## src/rtl/core/capm_pkg.sv

```systemverilog
// Shared types and constants for the circular aperture pixel mask.
`default_nettype none

package capm_pkg;

  // Fixed field widths
  localparam int unsigned FUNC_W    = 1;
  localparam int unsigned SLOT_W    = 6;
  localparam int unsigned POS_W     = 18;
  localparam int unsigned AREA_W    = 24;
  localparam int unsigned ROOT_W    = 12;
  localparam int unsigned RADIUS_W  = 13;
  localparam int unsigned PIXEL_W   = 16;
  localparam int unsigned SIZE_W    = 15;
  localparam int unsigned COUNT_W   = 7;
  localparam int unsigned CFG_IDX_W = 3;
  localparam int unsigned CFG_W     = 15;

  // Register indexes
  localparam logic [CFG_IDX_W-1:0] REG_IMAGE_WIDTH    = 3'd0;
  localparam logic [CFG_IDX_W-1:0] REG_IMAGE_HEIGHT   = 3'd1;
  localparam logic [CFG_IDX_W-1:0] REG_APERTURE_COUNT = 3'd2;
  localparam logic [CFG_IDX_W-1:0] REG_MIN_RADIUS     = 3'd3;

  // Register reset values
  localparam logic [SIZE_W-1:0]   SIZE_RESET       = 15'd1024;
  localparam logic [COUNT_W-1:0]  COUNT_RESET      = 7'd0;
  localparam logic [RADIUS_W-1:0] MIN_RADIUS_RESET = 13'd35;

  // Item function codes
  localparam logic [FUNC_W-1:0] FUNC_LOAD  = 1'b0;
  localparam logic [FUNC_W-1:0] FUNC_PIXEL = 1'b1;

  // First bit weight of the root iteration (even power, top of the area range)
  localparam logic [AREA_W-1:0] ROOT_FIRST_BIT = 24'h40_0000;

  typedef enum logic [1:0] {
    ST_IDLE,
    ST_ROOT,
    ST_PIX
  } state_e;

  // Status of the distance pipeline
  typedef struct packed {
    logic busy;
    logic hit_valid;
    logic hit;
  } dist_stat_t;

endpackage

`default_nettype wire

```

## src/rtl/core/capm_isqrt.sv

```systemverilog
// Iterative integer square root of the area, one root bit per cycle.
`default_nettype none

module capm_isqrt (
  input  wire logic                           clk_i,
  input  wire logic                           rst_ni,
  input  wire logic                           start_i,
  input  wire logic [capm_pkg::AREA_W-1:0]    value_i,
  output logic                                done_o,
  output logic      [capm_pkg::ROOT_W-1:0]    root_o
);

  logic [capm_pkg::AREA_W-1:0] rem_q, rem_d;
  logic [capm_pkg::AREA_W-1:0] root_q, root_d;
  logic [capm_pkg::AREA_W-1:0] bit_q, bit_d;
  logic                        run_q, run_d;
  logic                        done_q, done_d;
  logic [capm_pkg::AREA_W-1:0] trial;

  assign trial = root_q + bit_q;

  always_comb begin
    rem_d  = rem_q;
    root_d = root_q;
    bit_d  = bit_q;
    run_d  = run_q;
    done_d = 1'b0;
    if (start_i) begin
      rem_d  = value_i;
      root_d = '0;
      bit_d  = capm_pkg::ROOT_FIRST_BIT;
      run_d  = 1'b1;
    end else if (run_q) begin
      if (rem_q >= trial) begin
        rem_d  = rem_q - trial;
        root_d = (root_q >> 1) + bit_q;
      end else begin
        root_d = root_q >> 1;
      end
      bit_d = bit_q >> 2;
      if (bit_q == capm_pkg::AREA_W'(1)) begin
        run_d  = 1'b0;
        done_d = 1'b1;
      end
    end
  end

  always_ff @(posedge clk_i or negedge rst_ni) begin
    if (!rst_ni) begin
      run_q  <= 1'b0;
      done_q <= 1'b0;
    end else begin
      run_q  <= run_d;
      done_q <= done_d;
    end
  end

  always_ff @(posedge clk_i) begin
    rem_q  <= rem_d;
    root_q <= root_d;
    bit_q  <= bit_d;
  end

  assign done_o = done_q;
  assign root_o = root_q[capm_pkg::ROOT_W-1:0];

endmodule

`default_nettype wire

```

## src/rtl/core/capm_ap_table.sv

```systemverilog
// Aperture table memory: one write port, one registered read port.
`default_nettype none

module capm_ap_table #(
  parameter int unsigned DEPTH = 64,
  parameter int unsigned AW    = 6,
  parameter int unsigned DW    = 49
) (
  input  wire logic          clk_i,
  input  wire logic          we_i,
  input  wire logic [AW-1:0] waddr_i,
  input  wire logic [DW-1:0] wdata_i,
  input  wire logic [AW-1:0] raddr_i,
  output logic      [DW-1:0] rdata_o
);

  logic [DW-1:0] mem_q [DEPTH];
  logic [DW-1:0] rdata_q;

  always_ff @(posedge clk_i) begin
    if (we_i) begin
      mem_q[waddr_i] <= wdata_i;
    end
  end

  always_ff @(posedge clk_i) begin
    rdata_q <= mem_q[raddr_i];
  end

  assign rdata_o = rdata_q;

endmodule

`default_nettype wire

```

## src/rtl/core/capm_dist_unit.sv

```systemverilog
// Shared distance test: |d|, squares, then sum against radius squared, three stages.
`default_nettype none

module capm_dist_unit #(
  parameter int unsigned CENTRE_W  = 18,
  parameter int unsigned FRAC_BITS = 4
) (
  input  wire logic                              clk_i,
  input  wire logic                              rst_ni,
  input  wire logic                              valid_i,
  input  wire logic [CENTRE_W-1:0]               cx_i,
  input  wire logic [CENTRE_W-1:0]               cy_i,
  input  wire logic [capm_pkg::RADIUS_W-1:0]     radius_i,
  input  wire logic [CENTRE_W-1:0]               px_i,
  input  wire logic [CENTRE_W-1:0]               py_i,
  output capm_pkg::dist_stat_t                   stat_o
);

  localparam int unsigned RS_W  = capm_pkg::RADIUS_W + FRAC_BITS;
  localparam int unsigned SQ_W  = 2 * CENTRE_W;
  localparam int unsigned R2_W  = 2 * RS_W;
  localparam int unsigned D2_W  = SQ_W + 1;
  localparam int unsigned CMP_W = (D2_W > R2_W) ? D2_W : R2_W;

  logic                v1_q, v2_q, v3_q;
  logic [CENTRE_W-1:0] dx_q, dy_q, dx_d, dy_d;
  logic [RS_W-1:0]     rs_q;
  logic [SQ_W-1:0]     dx2_q, dy2_q;
  logic [R2_W-1:0]     rs2_q;
  logic [CMP_W-1:0]    sum;
  logic                hit_q;

  assign dx_d = (px_i >= cx_i) ? (px_i - cx_i) : (cx_i - px_i);
  assign dy_d = (py_i >= cy_i) ? (py_i - cy_i) : (cy_i - py_i);
  assign sum  = CMP_W'(dx2_q) + CMP_W'(dy2_q);

  always_ff @(posedge clk_i or negedge rst_ni) begin
    if (!rst_ni) begin
      v1_q <= 1'b0;
      v2_q <= 1'b0;
      v3_q <= 1'b0;
    end else begin
      v1_q <= valid_i;
      v2_q <= v1_q;
      v3_q <= v2_q;
    end
  end

  always_ff @(posedge clk_i) begin
    dx_q  <= dx_d;
    dy_q  <= dy_d;
    rs_q  <= RS_W'(radius_i) << FRAC_BITS;
    dx2_q <= SQ_W'(dx_q) * SQ_W'(dx_q);
    dy2_q <= SQ_W'(dy_q) * SQ_W'(dy_q);
    rs2_q <= R2_W'(rs_q) * R2_W'(rs_q);
    hit_q <= (sum <= CMP_W'(rs2_q));
  end

  assign stat_o.busy      = v1_q | v2_q | v3_q;
  assign stat_o.hit_valid = v3_q;
  assign stat_o.hit       = hit_q;

endmodule

`default_nettype wire

```

## src/rtl/core/circular_aperture_pixel_mask_top.sv

```systemverilog
// Top level of the circular aperture pixel mask: control, counters, registers.
// Load item: busy through the root steps (12 root steps, one table write); no result.
// Pixel item: one table entry read per cycle, up to the tested aperture count n, feeds
//   the distance pipe; the result strobe follows once that pipe has drained.
// Throughput: one item at a time; start is taken again in the cycle the result shows.
// Reset: async, active low; registers to defaults, counters to zero, table not cleared.
`default_nettype none

module circular_aperture_pixel_mask_top #(
  parameter int unsigned MAX_APERTURES = 64,
  parameter int unsigned COORD_BITS    = 14,
  parameter int unsigned FRAC_BITS     = 4
) (
  input  wire logic                              clk_i,
  input  wire logic                              rst_ni,
  // command channel
  input  wire logic                              start,
  output logic                                   busy,
  input  wire logic [capm_pkg::FUNC_W-1:0]       func_i,
  input  wire logic [capm_pkg::SLOT_W-1:0]       ap_slot_i,
  input  wire logic [capm_pkg::POS_W-1:0]        ap_x_i,
  input  wire logic [capm_pkg::POS_W-1:0]        ap_y_i,
  input  wire logic [capm_pkg::AREA_W-1:0]       ap_area_i,
  input  wire logic [capm_pkg::PIXEL_W-1:0]      pixel_value_i,
  // configuration write port
  input  wire logic                              cfg_we_i,
  input  wire logic [capm_pkg::CFG_IDX_W-1:0]    cfg_idx_i,
  input  wire logic [capm_pkg::CFG_W-1:0]        cfg_wdata_i,
  // results
  output logic                                   result_strobe_o,
  output logic      [capm_pkg::PIXEL_W-1:0]      pixel_out_o,
  output logic                                   kept_o,
  output logic                                   end_of_row_o,
  output logic                                   end_of_frame_o
);

  localparam int unsigned AW       = (MAX_APERTURES > 1) ? $clog2(MAX_APERTURES) : 1;
  localparam int unsigned CW       = $clog2(MAX_APERTURES + 1);
  localparam int unsigned CENTRE_W = COORD_BITS + FRAC_BITS;
  localparam int unsigned ENTRY_W  = 2 * CENTRE_W + capm_pkg::RADIUS_W;
  localparam int unsigned LW       = COORD_BITS + 1;
  localparam int unsigned LIMIT    = 1 << COORD_BITS;

  // ---------------------------------------------------------------------------
  // Configuration registers
  // ---------------------------------------------------------------------------
  logic [capm_pkg::SIZE_W-1:0]   width_q, height_q;
  logic [capm_pkg::COUNT_W-1:0]  ap_count_q;
  logic [capm_pkg::RADIUS_W-1:0] min_rad_q;

  always_ff @(posedge clk_i or negedge rst_ni) begin
    if (!rst_ni) begin
      width_q    <= capm_pkg::SIZE_RESET;
      height_q   <= capm_pkg::SIZE_RESET;
      ap_count_q <= capm_pkg::COUNT_RESET;
      min_rad_q  <= capm_pkg::MIN_RADIUS_RESET;
    end else if (cfg_we_i) begin
      case (cfg_idx_i)
        capm_pkg::REG_IMAGE_WIDTH:    width_q    <= cfg_wdata_i[capm_pkg::SIZE_W-1:0];
        capm_pkg::REG_IMAGE_HEIGHT:   height_q   <= cfg_wdata_i[capm_pkg::SIZE_W-1:0];
        capm_pkg::REG_APERTURE_COUNT: ap_count_q <= cfg_wdata_i[capm_pkg::COUNT_W-1:0];
        capm_pkg::REG_MIN_RADIUS:     min_rad_q  <= cfg_wdata_i[capm_pkg::RADIUS_W-1:0];
        default: ;  // unknown index: write dropped
      endcase
    end
  end

  // ---------------------------------------------------------------------------
  // Control state and item holding registers
  // ---------------------------------------------------------------------------
  capm_pkg::state_e state_q, state_d;

  logic                          accept;
  logic                          slot_ok;
  logic                          load_go;
  logic                          pix_go;
  logic [31:0]                   slot_wide;
  logic [AW-1:0]                 slot_q;
  logic [CENTRE_W-1:0]           ap_x_q, ap_y_q;
  logic [capm_pkg::PIXEL_W-1:0]  pix_q;
  logic [CW-1:0]                 k_q, k_d;
  logic [CW-1:0]                 n_q, n_d;
  logic                          rd_en;
  logic                          rd_valid_q;
  logic                          kept_q, kept_d;
  logic                          finish;

  // Root unit and radius
  logic                          root_done;
  logic [capm_pkg::ROOT_W-1:0]   root;
  logic [capm_pkg::RADIUS_W-1:0] rad_raw, rad;
  logic                          tbl_we;

  // Table read side
  logic [ENTRY_W-1:0]            rd_entry;
  logic [CENTRE_W-1:0]           rd_cx, rd_cy;
  logic [capm_pkg::RADIUS_W-1:0] rd_rad;
  capm_pkg::dist_stat_t          dstat;

  // Raster position
  logic [COORD_BITS-1:0]         col_q, col_d, row_q, row_d;
  logic [LW-1:0]                 w_cl, h_cl, col_p1, row_p1;
  logic                          eor, eof;
  logic [CENTRE_W-1:0]           px, py;

  assign accept    = start & ~busy;
  assign slot_wide = 32'(ap_slot_i);
  assign slot_ok   = slot_wide < MAX_APERTURES;
  // out-of-range slot loads are simply dropped, block stays idle
  assign load_go   = accept & (func_i == capm_pkg::FUNC_LOAD) & slot_ok;
  assign pix_go    = accept & (func_i == capm_pkg::FUNC_PIXEL);

  // Tested count saturates at the table depth
  assign n_d = (32'(ap_count_q) > MAX_APERTURES) ? CW'(MAX_APERTURES) : CW'(ap_count_q);

  // All entries issued and the read/distance pipe has drained
  assign finish = (k_q == n_q) & ~rd_valid_q & ~dstat.busy;

  always_comb begin
    state_d = state_q;
    rd_en   = 1'b0;
    k_d     = k_q;
    kept_d  = kept_q;
    case (state_q)
      capm_pkg::ST_IDLE: begin
        if (load_go) begin
          state_d = capm_pkg::ST_ROOT;
        end else if (pix_go) begin
          state_d = capm_pkg::ST_PIX;
          k_d     = '0;
          kept_d  = 1'b0;
        end
      end
      capm_pkg::ST_ROOT: begin
        if (root_done) begin
          state_d = capm_pkg::ST_IDLE;
        end
      end
      capm_pkg::ST_PIX: begin
        if (k_q != n_q) begin
          rd_en = 1'b1;
          k_d   = k_q + CW'(1);
        end
        if (dstat.hit_valid && dstat.hit) begin
          kept_d = 1'b1;
        end
        if (finish) begin
          state_d = capm_pkg::ST_IDLE;
        end
      end
      default: state_d = capm_pkg::ST_IDLE;
    endcase
  end

  always_ff @(posedge clk_i or negedge rst_ni) begin
    if (!rst_ni) begin
      state_q <= capm_pkg::ST_IDLE;
    end else begin
      state_q <= state_d;
    end
  end

  always_ff @(posedge clk_i or negedge rst_ni) begin
    if (!rst_ni) begin
      k_q        <= '0;
      kept_q     <= 1'b0;
      rd_valid_q <= 1'b0;
    end else begin
      k_q        <= k_d;
      kept_q     <= kept_d;
      rd_valid_q <= rd_en;
    end
  end

  always_ff @(posedge clk_i) begin
    if (accept) begin
      slot_q <= slot_wide[AW-1:0];
      ap_x_q <= CENTRE_W'(ap_x_i);
      ap_y_q <= CENTRE_W'(ap_y_i);
      pix_q  <= pixel_value_i;
      n_q    <= n_d;
    end
  end

  assign busy = (state_q != capm_pkg::ST_IDLE);

  // ---------------------------------------------------------------------------
  // Load path: radius = isqrt(area) + 1, floored at min_radius
  // ---------------------------------------------------------------------------
  capm_isqrt u_isqrt (
    .clk_i   (clk_i),
    .rst_ni  (rst_ni),
    .start_i (load_go),
    .value_i (ap_area_i),
    .done_o  (root_done),
    .root_o  (root)
  );

  assign rad_raw = capm_pkg::RADIUS_W'(root) + capm_pkg::RADIUS_W'(1);
  assign rad     = (rad_raw < min_rad_q) ? min_rad_q : rad_raw;
  assign tbl_we  = (state_q == capm_pkg::ST_ROOT) & root_done;

  capm_ap_table #(
    .DEPTH (MAX_APERTURES),
    .AW    (AW),
    .DW    (ENTRY_W)
  ) u_table (
    .clk_i   (clk_i),
    .we_i    (tbl_we),
    .waddr_i (slot_q),
    .wdata_i ({ap_x_q, ap_y_q, rad}),
    .raddr_i (k_q[AW-1:0]),
    .rdata_o (rd_entry)
  );

  assign {rd_cx, rd_cy, rd_rad} = rd_entry;

  // ---------------------------------------------------------------------------
  // Pixel path: one entry per cycle through the shared distance unit
  // ---------------------------------------------------------------------------
  assign px = CENTRE_W'(col_q) << FRAC_BITS;
  assign py = CENTRE_W'(row_q) << FRAC_BITS;

  capm_dist_unit #(
    .CENTRE_W  (CENTRE_W),
    .FRAC_BITS (FRAC_BITS)
  ) u_dist (
    .clk_i    (clk_i),
    .rst_ni   (rst_ni),
    .valid_i  (rd_valid_q),
    .cx_i     (rd_cx),
    .cy_i     (rd_cy),
    .radius_i (rd_rad),
    .px_i     (px),
    .py_i     (py),
    .stat_o   (dstat)
  );

  // Frame size clamped to 1 .. 2^COORD_BITS
  always_comb begin
    if (width_q == '0) begin
      w_cl = LW'(1);
    end else if (32'(width_q) > LIMIT) begin
      w_cl = LW'(LIMIT);
    end else begin
      w_cl = LW'(width_q);
    end
    if (height_q == '0) begin
      h_cl = LW'(1);
    end else if (32'(height_q) > LIMIT) begin
      h_cl = LW'(LIMIT);
    end else begin
      h_cl = LW'(height_q);
    end
  end

  assign col_p1 = LW'(col_q) + LW'(1);
  assign row_p1 = LW'(row_q) + LW'(1);
  assign eor    = col_p1 >= w_cl;   // also catches a counter past a shrunk width
  assign eof    = eor & (row_p1 >= h_cl);

  always_comb begin
    col_d = col_q;
    row_d = row_q;
    if (state_q == capm_pkg::ST_PIX && finish) begin
      if (eor) begin
        col_d = '0;
        row_d = eof ? '0 : row_p1[COORD_BITS-1:0];
      end else begin
        col_d = col_p1[COORD_BITS-1:0];
      end
    end
  end

  always_ff @(posedge clk_i or negedge rst_ni) begin
    if (!rst_ni) begin
      col_q <= '0;
      row_q <= '0;
    end else begin
      col_q <= col_d;
      row_q <= row_d;
    end
  end

  // ---------------------------------------------------------------------------
  // Result register
  // ---------------------------------------------------------------------------
  logic                         res_strobe_q;
  logic [capm_pkg::PIXEL_W-1:0] res_pix_q;
  logic                         res_kept_q, res_eor_q, res_eof_q;
  logic                         emit;

  assign emit = (state_q == capm_pkg::ST_PIX) & finish;

  always_ff @(posedge clk_i or negedge rst_ni) begin
    if (!rst_ni) begin
      res_strobe_q <= 1'b0;
    end else begin
      res_strobe_q <= emit;
    end
  end

  always_ff @(posedge clk_i) begin
    if (emit) begin
      res_pix_q  <= kept_q ? pix_q : '0;
      res_kept_q <= kept_q;
      res_eor_q  <= eor;
      res_eof_q  <= eof;
    end
  end

  assign result_strobe_o = res_strobe_q;
  assign pixel_out_o     = res_pix_q;
  assign kept_o          = res_kept_q;
  assign end_of_row_o    = res_eor_q;
  assign end_of_frame_o  = res_eof_q;

  // ---------------------------------------------------------------------------
  // Assertions
  // ---------------------------------------------------------------------------
  a_strobe_from_pix: assert property (@(posedge clk_i) disable iff (!rst_ni)
    result_strobe_o |-> $past(state_q == capm_pkg::ST_PIX))
    else $error("result strobe without a pixel in flight");

  a_eof_has_eor: assert property (@(posedge clk_i) disable iff (!rst_ni)
    (result_strobe_o && end_of_frame_o) |-> end_of_row_o)
    else $error("end of frame without end of row");

  a_read_in_range: assert property (@(posedge clk_i) disable iff (!rst_ni)
    rd_en |-> (k_q < n_q))
    else $error("table read beyond tested count");

  a_load_enters_root: assert property (@(posedge clk_i) disable iff (!rst_ni)
    load_go |=> (state_q == capm_pkg::ST_ROOT))
    else $error("load did not start the root unit");

  a_write_only_in_root: assert property (@(posedge clk_i) disable iff (!rst_ni)
    root_done |-> (state_q == capm_pkg::ST_ROOT))
    else $error("root finished outside a load");

endmodule

`default_nettype wire

```

## config.mk

```make
export PLATFORM = sky130hd
export DESIGN_NAME = circular_aperture_pixel_mask_top
export DESIGN_NICKNAME = d
export VERILOG_FILES = /design/src/rtl/core/capm_pkg.sv /design/src/rtl/core/capm_isqrt.sv /design/src/rtl/core/capm_ap_table.sv /design/src/rtl/core/capm_dist_unit.sv /design/src/rtl/core/circular_aperture_pixel_mask_top.sv
export SDC_FILE = /design/constraint.sdc
export NUM_CORES = 2
export LEC_CHECK = 0
export BUFFER_PORTS_ARGS = -buffer_cell sky130_fd_sc_hd__buf_2
export CAP_MARGIN = 0
export CORE_MARGIN = 5
export CORE_UTILIZATION = 38
export DETAILED_ROUTE_END_ITERATION = 10
export PLACE_DENSITY = 0.57
export SYNTH_ARGS = -nofsm -noshare
export SYNTH_HDL_FRONTEND = slang
export SYNTH_SLANG_ARGS = --single-unit
```

## constraint.sdc

```tcl
create_clock -name clk_i -period 10.7 [get_ports clk_i]
set_input_delay 0 -clock clk_i [delete_from_list [all_inputs] [get_ports clk_i]]
set_output_delay 0 -clock clk_i [all_outputs]
set_load 0.05 [all_outputs]
```

== After elaboration in Yosys (flattened, before gate mapping) ==
Memory sizes are Yosys's and may differ from the RTL's. A register that Yosys moved wholly into a read port is not among the register bits.
Index checks and enable logic that the tools add are counted.
Storage, ports and cells
  register bits: 387
  bits in writable memories: 3136
  logic and storage cells: 147
  bits of input ports: 105
  memories kept: 1
  output and inout bits: 21
Memory list
  u_table.mem_q: words 64, bits a word 49, rd ports 1, clocked after memory_dff 1, wr ports 1, RTL line capm_ap_table.sv:17  | logic [DW-1:0] mem_q [DEPTH];
Operators by class
  bitwise logic cells: 15
  order comparisons: 11
  multiply operators: 3
  reduce and logical (&&, ||, !) cells: 19
  multiplexer cells: 36
  add/sub/neg operators: 12
  equality and inequality tests: 15
Operator list (count)
  24-bit two-way mux: 4
  18-bit by 18-bit multiplier with 36-bit output: 2
  18-bit subtractor: 4
  15-bit two-way mux: 4
  36-bit by 36-bit adder with 37-bit output: 1
  37-bit by 34-bit less-or-equal comparator with 1-bit output: 1
  18-bit greater-or-equal comparator: 2
  18-bit two-way mux: 2
  14-bit by 1-bit adder with 15-bit output (second input constant): 2
  15-bit greater-or-equal comparator: 2
  15-bit greater-than comparator (second input constant): 2
  15-bit zero test: 2
  14-bit two-way mux: 2
  13-bit by 13-bit multiplier with 26-bit output: 1
  23-bit by 23-bit adder with 24-bit output: 1
  24-bit by 23-bit adder with 24-bit output: 1
  24-bit greater-or-equal comparator: 1
  24-bit subtractor: 1
  7-bit two-way mux: 3
  7-bit one-hot mux with 2 select lines: 1
  12-bit by 1-bit adder with 13-bit output (second input constant): 1
  13-bit < comparator: 1
  1-bit two-way mux: 13
  13-bit two-way mux: 1
  other kinds (26): 56

== Logic depth before layout (Yosys ltp) ==
  depth after elaboration: 7
  depth in mapped cells: 26
  mapped depth without buffers: 24

== Hierarchy ==
From an unflattened synthesis, not the netlist that was laid out.
Second synthesis, totals
  cells, all modules: 10190
  area, all modules: 165444.9 um^2
Modules (own cells, without submodules)
  capm_ap_table: area an instance 119992.6 um^2, sequential area each 95151.3 um^2, cells an instance 5283, times used 1
  capm_dist_unit: area an instance 31537.7 um^2, sequential area each 2977.9 um^2, cells an instance 3555, times used 1
  circular_aperture_pixel_mask_top: area an instance 8350.5 um^2, sequential area each 4780.8 um^2, cells an instance 680, times used 1
  capm_isqrt: area an instance 5564.1 um^2, sequential area each 1491.4 um^2, cells an instance 672, times used 1

== Worst setup path before layout ==
No wires, ideal clock.
  path kind: register to register
  from: register u_dist.dy_q[13]
  to: register u_dist.dy2_q[35]
  data arrival time: 5.876 ns
  setup slack: 4.761 ns
  stages on the path, launching flop included: 23
  clock period less this slack: 5.939 ns
  data required time: 10.637 ns
  path buffers: 2
  library setup time: 0.063 ns
  path through: dfxtp_1 clkbuf_1 clkbuf_1 nand2_1 fa_1 fa_1 inv_1 fa_1 inv_1 fa_1 fa_1 fa_1 inv_1 ha_1 nand2_1 nand3b_1 a211o_1 nand2_1 o211ai_1 o21ai_1 a31oi_1 or4_1 nand3_1
On the way
  word-level cells in the longest chain between the ends: 1
Ends and longest elaborated chain
  start, declared: RTL line capm_dist_unit.sv:26  | logic [CENTRE_W-1:0] dx_q, dy_q, dx_d, dy_d;
  start signal, assigned: RTL line capm_dist_unit.sv:51  | dy_q <= dy_d;
  18-bit by 18-bit multiplier with 36-bit output: RTL line capm_dist_unit.sv:54  | dy2_q <= SQ_W'(dy_q) * SQ_W'(dy_q);
  end signal, assigned: RTL line capm_dist_unit.sv:54
  end, declared: RTL line capm_dist_unit.sv:28  | logic [SQ_W-1:0] dx2_q, dy2_q;
Every way passes these cells.
A chain may end at the register's enable or synchronous reset.

== Final worst setup path ==
  from: register u_dist.dy_q[5]
  to: register u_dist.dy2_q[34]
Same word-level chain as after synthesis.

==> flow_metrics.tcl <==
set metrics [dict create \
    clk_path_buf_depth 4 \
    antenna_found_initial 27 \
    clockRootBuffer "clkbuf_16" \
    synthFlopType "edfxtp_1" \
    drtIter0Drc 8253 \
    period_needed_ps 6880 \
    dpl.hpwl_um 268000 \
    dieArea_mm2 0.443 \
    status "finished clean" \
    cts_hold_buf 211 \
    rsz0062_at_grt "no" \
    cts.sinks 3569 \
    async_reset_ff_share_pct 2.66 \
    clk_pin_slew_ps 60 \
    grt_first_pass_wirelength_um 647000 \
    grt_pass1_vias 90054 \
    layout_worst_path_cycle_share_pct 64.3 \
    rows 240 \
    post_cts_buffers 0 \
    synth.net_count 10368 \
    drtPass1Iterations 5 \
    setup_viol 0 \
    worstPathMaxFanout 18 \
    drc 0 \
    syn_avg_cell_area_um2 17.7 \
    synth_cells 9222 \
    fmaxAchievable_mhz 145 \
    slew_headroom_pct 9.89 \
    fin_nets 10925 \
    endpoint_kind "flop" \
    mostFrequentLayoutCell "edfxtp_1" \
    drive_gt1_share_pct 20.6 \
    io_pins 126 \
    routed_wl_um 451000 \
    ant_nets 0 \
    cp.required_ps 11480 \
    cp-start-kind "flop" \
    fillers 37228 \
    portBuffers 125 \
    layout_common_cells "edfxtp_1 (3244), mux4_2 (1029), inv_1 (909)" \
    clock-skew-final_ps 69.0 \
    fp.dieW_um 665 \
    gr-total-overflow 0 \
    grt.total_usage_pct 20.1 \
    fin_setup_tns_ps 0 \
    multi_input_area_mm2 0.0545 \
    slew_violations 0 \
    h-tree-depth 5 \
    synth_area_mm2 0.163 \
    hold_viol 0 \
    wire_per_inst_um 28.6 \
    cts_inserted_buffers 366 \
    ctsResizeCount 0 \
    max-cap-violations 0 \
    tightestPinTransition_ps 1350 \
    ys_types 88 \
    start_util_pct 38.2 \
    seq_area_frac_synth_pct 64.0 \
    tritoncts "yes" \
    die_h_um 665 \
    ys_warn_count 0 \
    path_class "reg2reg" \
    hold_path_class "in2reg" \
    grt_start_max_net_pins 110 \
    ys_ff_latch 3569 \
    gp_congestion 0.857 \
    arrival_ps 7660 \
    synth_edf_count 3244 \
    viasPerCell 5.49 \
    core_area_mm2 0.428 \
    insertion_delay_ps 950 \
    seq_area_mm2 0.104 \
    syn_to_final_growth_pct 13.8 \
    vias 86667 \
]
metal layers:
| layer | track usage [%] | vias to the layer above | wire (µm) |
|---|---|---|---|
| li1 | - | 36301 | - |
| met1 | 27.2 | 46615 | 184000 |
| met2 | 34.1 | 3065 | 225000 |
| met3 | 2.66 | 670 | 27700 |
| met4 | 5.66 | 16 | 13800 |
| met5 | 0 | - | 126 |
cell usage after synthesis (35+ instances only):
cell type	number	area share (%)
a21o_1	76	0.35
a31oi_1	35	0.13
xnor2_1	162	0.87
fa_1	534	6.5
dfxtp_1	230	2.8
mux4_2	1029	14
edfxtp_1	3244	60
dfrtp_1	90	1.4
buf_2	64	0.20
clkbuf_1	274	0.63
nand2_1	444	1.0
mux2_2	55	0.38
ha_1	507	3.9
inv_1	909	2.1
o21a_1	42	0.19
xor2_1	92	0.49
nand2b_1	36	0.14
nor2_1	268	0.62
a21oi_1	187	0.57
nor2b_1	49	0.19
nand3_1	58	0.18
o21ai_0	166	0.51
and2_1	189	0.72
nor3_1	48	0.15
path summary, 6_finish.rpt:
path,slack (ps),endpoint,cells after the start,from
worst min-delay path,40,slot_q[2],2,ap_slot_i[2]
min in group asynchronous,160,u_isqrt.done_o,4,rst_ni
worst max register to register,3820,u_dist.dy2_q[34],23,u_dist.dy_q[5]
worst min register to register,330,u_dist.rs_q[12],0,u_table.rdata_o[8]
worst max-delay path,3820,u_dist.dy2_q[34],23,u_dist.dy_q[5]
max in group asynchronous,9600,row_q[13],4,rst_ni
sequential cells by signal, indices dropped and copies added, names as in the netlist, 13 cells and up:
register and count:
u_table.mem_q 3136, u_table.rdata_o 49, u_dist.dx2_q 35, u_dist.dy2_q 35, u_dist.rs2_q 25, u_isqrt.rem_q 24
u_isqrt.root_q 24, ap_x_q 18, ap_y_q 18, u_dist.dx_q 18, u_dist.dy_q 18, pix_q 16
pixel_out_o 16, height_q 15, width_q 15, col_q 14, row_q 14, min_rad_q 13
u_dist.rs_q 13
final cells by class:
type,instances,area share (%)
diodes,24,0.0323
clock buffers,464,5.31
clock inverters,202,0.963
inverters,911,1.84
multi-input cells,4379,29.3
flip-flops and latches,3569,56.2
well taps,5687,3.83
repair buffers,552,2.46
metrics by stage:
step	setup WS (ps)	instance area (µm²)	hold slack (ps)	utilization, %	instances
after global routing	3430	186000	62.7	43.4	15765
after detailed placement	3920	172000	1.42	40.2	14887
after CTS	3870	186000	6.96	43.4	15764
after floorplan	4760	163000	-296	-	9222
after global placement	3810	172000	-3.84	40.2	14887
final	3820	186000	37.3	43.4	15788
worst max-delay path: stages (launching register included):
cell and delay, ps:
dfxtp_1 970, and2_1 270, inv_1 70, fa_1 530
inv_1 50, fa_1 540, inv_1 50, fa_1 500
fa_1 550, inv_1 50, fa_1 470, inv_1 50
fa_1 480, inv_1 40, ha_1 330, nand2_1 70
o21ai_0 340, a22oi_1 140, o22ai_1 450, o211ai_1 230
a31oi_1 230, o21a_1 150, nor2_1 60, xnor2_1 120
kinds of logic after synthesis:
| family | after synthesis | synth area share, % |
|---|---|---|
| AOI/OAI and AO/OA | 727 | 2.81 |
| xor gates and xnor gates | 254 | 1.36 |
| adders and majority gates | 1041 | 10.4 |
| buffers and inverters | 1274 | 2.99 |
| DFF | 3569 | 64.0 |
| muxes | 1124 | 14.8 |
| and+or+nand+nor | 1233 | 3.62 |
Power is not shown: default switching activity piles up to over one toggle a cycle in this logic, so the estimate is an artifact.
